<file path="src/rtl/core/fohash_pkg.sv">
// shared constants, codes and types of the open-addressing hash table
package fohash_pkg;

	localparam int TABLE_BITS = 10;
	localparam int TABLE_SIZE = 1 << TABLE_BITS;
	localparam int KEY_W      = 32;
	localparam int VALUE_W    = 32;
	localparam int LIMIT_W    = 10;

	localparam logic [LIMIT_W-1:0] LIMIT_RESET = LIMIT_W'(512);

	localparam logic [31:0] HASH_C1     = 32'h85EB_CA6B;
	localparam logic [31:0] HASH_C2     = 32'hC2B2_AE35;
	localparam logic [31:0] HASH_MASK31 = 32'h7FFF_FFFF;

	localparam logic FUNC_SET = 1'b0;
	localparam logic FUNC_GET = 1'b1;

	localparam logic STATUS_DONE = 1'b0;
	localparam logic STATUS_FULL = 1'b1;

	typedef logic [TABLE_BITS-1:0] slot_idx_t;

	typedef struct packed {
		logic                      func;
		logic [KEY_W-1:0]          key;
		logic signed [VALUE_W-1:0] new_value;
		logic signed [VALUE_W-1:0] fallback;
	} req_t;

	typedef struct packed {
		logic signed [VALUE_W-1:0] read_value;
		logic                      key_present;
		logic                      status;
	} rsp_t;

	typedef struct packed {
		logic               live;
		logic [KEY_W-1:0]   key;
		logic [VALUE_W-1:0] value;
	} slot_t;

endpackage

</file>
<file path="src/rtl/core/fohash_hash.sv">
// two-stage pipelined 32-bit finalizer hash giving the home slot
module fohash_hash import fohash_pkg::*; (
	input  logic             clk,
	input  logic             arst_n,
	input  logic             in_valid,
	input  logic [KEY_W-1:0] key,
	output logic             home_valid,
	output slot_idx_t        home
);

	logic        v_s1, v_s2;
	logic [31:0] m_s1, m_s2;
	logic [31:0] mix1, mix2, mix3;

	assign mix1 = key ^ (key >> 16);
	assign mix2 = m_s1 ^ (m_s1 >> 13);
	assign mix3 = (m_s2 ^ (m_s2 >> 16)) & HASH_MASK31;

	always_ff @(posedge clk or negedge arst_n) begin
		if (!arst_n) begin
			v_s1 <= 1'b0;
			v_s2 <= 1'b0;
		end else begin
			v_s1 <= in_valid;
			v_s2 <= v_s1;
		end
	end

	always_ff @(posedge clk) begin
		m_s1 <= 32'(mix1 * HASH_C1);
		m_s2 <= 32'(mix2 * HASH_C2);
	end

	assign home_valid = v_s2;
	assign home       = mix3[TABLE_BITS-1:0];

endmodule

</file>
<file path="config.mk">
export PLATFORM = sky130hd
export DESIGN_NAME = fohash_hash
export DESIGN_NICKNAME = d
export VERILOG_FILES = /design/src/rtl/core/fohash_pkg.sv /design/src/rtl/core/fohash_hash.sv
export SDC_FILE = /design/constraint.sdc
export NUM_CORES = 1
export LEC_CHECK = 0
export ABC_CLOCK_PERIOD_IN_PS = 5800
export BUFFER_PORTS_ARGS = -buffer_cell sky130_fd_sc_hd__buf_2
export CAP_MARGIN = 40
export CORE_ASPECT_RATIO = 0.5
export CORE_MARGIN = 1
export CORE_UTILIZATION = 45
export CTS_BUF_LIST = sky130_fd_sc_hd__clkbuf_4 sky130_fd_sc_hd__clkbuf_8
export DETAILED_ROUTE_END_ITERATION = 8
export MAX_ROUTING_LAYER = met4
export SYNTH_ARGS = -nofsm -noshare
export SYNTH_HDL_FRONTEND = slang
export SYNTH_SLANG_ARGS = --single-unit
</file>
<file path="constraint.sdc">
create_clock -name clk -period 5.8 [get_ports clk]
set_input_delay 0 -clock clk [delete_from_list [all_inputs] [get_ports clk]]
set_output_delay 0 -clock clk [all_outputs]
set_load 0.1 [all_outputs]
</file>
==> results of run 1 <==
## metrics by stage
| stage | setup WS (ns) | area (sq um) | std cells | util |
|---|---|---|---|---|
| floorplan | 0.007063 | 16210 | 1557 | - |
| global placement | -0.3212 | 18490 | 2268 | 0.5307 |
| detailed placement | -0.3870 | 18490 | 2268 | 0.5307 |
| CTS | 0.03654 | 18650 | 2279 | 0.5354 |
| global route | -0.05021 | 18940 | 2281 | 0.5438 |
| finish | 0.07407 | 18940 | 2281 | 0.5438 |
## cells in the mapped netlist, types with 9 or more instances
master	n
inv_1	507
ha_1	342
fa_1	322
xnor2_1	84
xor2_1	63
dfxtp_1	52
a21oi_1	35
nor2_1	20
nand2_1	16
o21ai_0	16
a21o_1	14
a211oi_1	9
## flip-flops by register name, summed over array words and instances, names as in the netlist
| register | cells |
|---|---|
| m_s1 | 32 |
| m_s2 | 20 |
| home_valid | 1 |
| v_s1 | 1 |
## worst max-delay path by stage
stage	startpoint	end	slack (ns)	cells after the start
6_report	key[24]	m_s1[31]	0.07	25
5_1_grt	key[24]	m_s1[31]	-0.05	25
4_1_cts	key[8]	m_s1[31]	0.04	25
3_5_place_dp	key[22]	m_s1[31]	-0.39	20
3_3_place_gp	key[22]	m_s1[30]	-0.32	21
2_1_floorplan	key[13]	m_s1[31]	0.007	21
## kinds of logic (layout without fill, tap and decap cells)
| family | count (synthesis) | count (layout) | share of synthesized area |
|---|---|---|---|
| fa+ha+maj | 664 | 664 | 0.6655 |
| buf+inv | 508 | 757 | 0.1183 |
| xor+xnor | 149 | 149 | 0.08269 |
| compound gates | 109 | 109 | 0.04356 |
| simple gates | 73 | 73 | 0.02221 |
| flops | 54 | 54 | 0.06770 |
## layer usage
layer | vias up | GRT usage
li1 | 5201 | -
met1 | 5131 | 0.3019
met2 | 184 | 0.3769
met3 | 36 | 0.02066
met4 | 0 | 0.04766
met5 | - | -
## final cells by class
| cell class | instances | area, sq um |
|---|---|---|
| clock buffer | 5 | 68.82 |
| clock inverter | 3 | 48.80 |
| fill | 3183 | 15890 |
| inverter | 508 | 1907 |
| multi-input combinational | 995 | 13490 |
| sequential | 54 | 1094 |
| tap | 475 | 594.3 |
| timing repair buffer | 241 | 1737 |
## critical path, delay by kind of cell
kind	cells	cell delay (ns)
AO/OA/AOI/OAI	3	0.49
buffers and inverters	6	0.44
XOR/XNOR	2	0.39
adder cells (fa/ha/maj)	9	3.96
AND/OR/NAND/NOR	5	0.67
## what timing repair did
| action | 4_1_cts | 5_1_grt |
|---|---|---|
| setup endpoints to repair | 3 | 7 |
| buffers inserted | 0 | 2 |
| hold buffers | 3 | 0 |
| endpoints found under the hold margin | 3 | 0 |
| pin swaps | 0 | 36 |
| gates resized for setup | 2 | 56 |
==> results_dict.tcl, run 1 <==
set metrics [dict create \
    grt.overflow.total 0 \
    clk_pin_slew_ns 0.13 \
    final_max_slew_viol_count 0 \
    synth_edf_count 0 \
    fp.dieH_um 135.8 \
    worstSetupPathType "in2reg" \
    synth_fp_nets 2256 \
    wirelength_um 38140 \
    outcome "finished clean" \
    cpPeakStageDelay_ns 0.57 \
    hold_viol 0 \
    r2r-end "m_s2[25]" \
    met2WireLength_um 17960 \
    crit_path_frequent_cell "fa_1" \
    core_area_sq_mm 0.03483 \
    nNetsFinal 2504 \
    hold_depth 4 \
    yosysTopAreaCellShare 0.4000 \
    syn_area_sq_mm 0.01612 \
    hold_class "in2reg" \
    final_cell_mix "inv_1 (503), ha_1 (332), fa_1 (315)" \
    wl_met3_um 1477 \
    grt_pass1_vias 11378 \
    worstPathArrival_ns 5.96 \
    synth_top_area_cell "fa_1" \
    grt_usage 0.2257 \
    grt_pass1_wl_um 60700 \
    vias 10552 \
    io_pins 46 \
    gp_congestion 0.9668 \
    maxSlewHeadroom 0.6220 \
    synthFlopType "dfxtp_1" \
    cp_max_fo 3 \
    synth.distinct_cells 45 \
    io_buffer_count 45 \
    final_common_cell "inv_1" \
    diodes 0 \
    period_share 0.9872 \
    top_layer "met4" \
    worstMarginPinSlew_ns 0.5650 \
    dp_hpwl_um 35680 \
    max_freq_mhz 174.6 \
    wl_met1_um 17970 \
    h-tree-depth 2 \
    cts_buffers 5 \
    r2r_cells 22 \
    first_pass_iters 4 \
    syn2layout_area_growth_pct 17.55 \
    worstSetupStartpointType "primary input" \
    cts_tree "built" \
    drive_gt1_frac 0.1694 \
    die_area_sq_mm 0.03662 \
    wl_per_cell_um 16.72 \
    holdWs_ns 0.1713 \
    synth_area_per_cell_sq_um 10.35 \
    synthArstFlopShare 0.03704 \
    skew_ns 0.03310 \
    drt_iter0_markers 463 \
    ant_nets 0 \
    synth_area_leaders "fa_1 (40%), ha_1 (27%), inv_1 (12%)" \
    maxCapViolCount 0 \
    rsz0062_at_grt "true" \
    antenna_found_initial 0 \
    yosysSeqAreaShare 0.06770 \
    cp.required_ns 6.03 \
    netlist_instances 1557 \
    r2r-start "m_s1[17]" \
    setup-violations-final 0 \
    clock-sinks 54 \
    slowest_stage "fa_2" \
    cp-end-kind "register" \
    drc 0 \
    grt_max_degree 19 \
    clock_path_buffers 2 \
    fp.dieW_um 269.6 \
    fin_tns_setup_ns 0 \
    insertion_delay_ns 0.36 \
    fin_crit_ns 5.726 \
    ff2ff_setup_slack_ns 0.24 \
    cts-root-buf "clkbuf_8" \
    vias_per_cell 4.626 \
    row_count 48 \
    synth_seq_cells 54 \
    hold-path-endpoint "m_s1[0]" \
    start_util 0.4626 \
    yosysWarnings 0 \
    hold_start "key[0]" \
]
Power of run 1 is not shown: default switching activity piles up to over one toggle a cycle in this logic, so the estimate is an artifact.
==> run 2: changes to the inputs <==
--- a/config.mk
+++ b/config.mk
@@ -5,7 +5,7 @@
 export SDC_FILE = /design/constraint.sdc
 export NUM_CORES = 1
 export LEC_CHECK = 0
-export ABC_CLOCK_PERIOD_IN_PS = 5800
+export ABC_CLOCK_PERIOD_IN_PS = 6000
 export BUFFER_PORTS_ARGS = -buffer_cell sky130_fd_sc_hd__buf_2
 export CAP_MARGIN = 40
 export CORE_ASPECT_RATIO = 0.5
==> constraint.sdc (replaced) <==
create_clock -name clk -period 6 [get_ports clk]
set_input_delay 0 -clock clk [delete_from_list [all_inputs] [get_ports clk]]
set_output_delay 0 -clock clk [all_outputs]
set_load 0.1 [all_outputs]
==> results_dict.tcl, run 2 (synthesis results as in run 1) <==
set metrics [dict create \
    outcome "finished clean" \
    dp_hpwl_um 35020 \
    clock_path_buffers 2 \
    max_flop_register "m_s1" \
    ff2ff_setup_slack_ns 0.27 \
    drc 0 \
    worstPathArrival_ns 5.96 \
    row_count 48 \
    vias_per_cell 4.637 \
    antenna_found_initial 0 \
    first_pass_iters 5 \
    hold_start "key[0]" \
    drt_iter0_markers 442 \
    diodes 0 \
    path_delay_family "adder cells" \
    clk_pin_slew_ns 0.10 \
    gp_congestion 0.9555 \
    hold_class "in2reg" \
    setup-violations-final 0 \
    largest_register_ffs 32 \
    start_util 0.4626 \
    fp.dieW_um 269.6 \
    clock-sinks 54 \
    period_share 0.9552 \
    final_common_cell "inv_1" \
    worstSetupStartpointType "register" \
    io_buffer_count 45 \
    ant_nets 0 \
    grt_usage 0.2238 \
    worstMarginPinSlew_ns 0.5193 \
    fin_crit_ns 5.731 \
    io_pins 46 \
    wirelength_um 37490 \
    rsz0062_at_grt "true" \
    maxSlewHeadroom 0.6526 \
    max_freq_mhz 174.5 \
    h-tree-depth 2 \
    hold-path-endpoint "m_s1[0]" \
    slowest_stage "fa_1" \
    worstSetupPathType "reg2reg" \
    wl_per_cell_um 16.90 \
    vias 10284 \
    reg_top3 "m_s1: 32 flops, m_s2: 20 flops" \
    hold_viol 0 \
    cpPeakStageDelay_ns 0.54 \
    cp_max_fo 4 \
    cts_buffers 5 \
    cp-end-kind "register" \
    top_usage_layer "met2" \
    r2r_cells 21 \
    core_area_sq_mm 0.03483 \
    cts-root-buf "clkbuf_8" \
    die_area_sq_mm 0.03662 \
    grt_pass1_vias 11114 \
    grt_use_met2 0.3684 \
    cts_tree "built" \
    grt_max_degree 19 \
    hold_depth 4 \
    grt_pass1_wl_um 59950 \
    insertion_delay_ns 0.35 \
    cp.required_ns 6.23 \
    final_max_slew_viol_count 0 \
    maxCapViolCount 0 \
    final_cell_mix "inv_1 (507), ha_1 (342), fa_1 (322)" \
    cp_cell_sequence "xor2_1, buf_4, ha_1, ha_1, inv_1, fa_1, inv_1, fa_1, inv_1, fa_1, fa_1, inv_1, fa_1, xor2_1, xnor2_1, xnor2_1, xnor2_1, xnor3_1, xnor2_1, buf_4, xnor2_1" \
    syn2layout_area_growth_pct 12.49 \
    drive_gt1_frac 0.1136 \
    cp.depth 21 \
    fin_tns_setup_ns 0 \
    skew_ns 0.02355 \
    crit_buf_inv 6 \
    globalRouteMet1Util 0.3018 \
    nNetsFinal 2441 \
    r2r-start "m_s1[13]" \
    use_met3 0.02508 \
    final_core_util 0.5204 \
    grt.overflow.total 0 \
    r2r-end "m_s2[25]" \
    fp.dieH_um 135.8 \
]
[run 2: cell count changes in the layout (fill, tap and decap cells not counted), sizes merged]
cell  before  now
buf      238  175
[run 2: how the worst max path moves through the flow]
stage / slack, ns / startpoint / end
2_1_floorplan: 0.02 / key[15] / m_s1[31]
3_3_place_gp: -0.03 / key[8] / m_s1[31]
3_5_place_dp: -0.12 / key[24] / m_s1[31]
4_1_cts: 0.08 / m_s1[18] / m_s2[25]
5_1_grt: -0.02 / key[27] / m_s1[31]
6_report: 0.27 / m_s1[13] / m_s2[25]
[run 2: timing repair]
| item | CTS | global route |
|---|---|---|
| buffers inserted | 0 | 5 |
| hold endpoints to repair | 3 | 0 |
| hold buffers | 3 | 0 |
| endpoints found under the setup margin | 0 | 5 |
| resized for setup | 0 | 11 |
[run 2: layer usage]
metal | vias up | share of wire
li1 | 5079 | -
met1 | 5002 | 0.48
met2 | 174 | 0.46
met3 | 29 | 0.040
met4 | 0 | 0.016
met5 | - | 0
[run 2: tightest hold or removal path: cells and delay by family]
kind / cells / cell delay, ns
xor gates and xnor gates: 1 / 0.07
buffers and inverters: 3 / 0.47
[run 2: final cells by class]
cell class | instances | area [sq um]
Fill cell | 3272 | 16700
Multi-Input combinational cell | 995 | 13170
Inverter | 508 | 1907
Timing Repair Buffer | 178 | 1244
Sequential cell | 54 | 1094
Tap cell | 475 | 594.3
Clock buffer | 5 | 68.82
Clock inverter | 3 | 48.80
[run 2: through the flow]
stage	hold slack, ns	std cells	area, sq um	setup WS, ns
after floorplan	-0.2956	1557	16130	0.02278
after global placement	-0.2148	2202	17900	-0.02828
after detailed placement	-0.2141	2202	17900	-0.1232
after CTS	0.2691	2213	18050	0.08028
after global routing	0.2635	2218	18130	-0.02382
final	0.2931	2218	18130	0.2689
Power of run 2 is left out for the same reason.
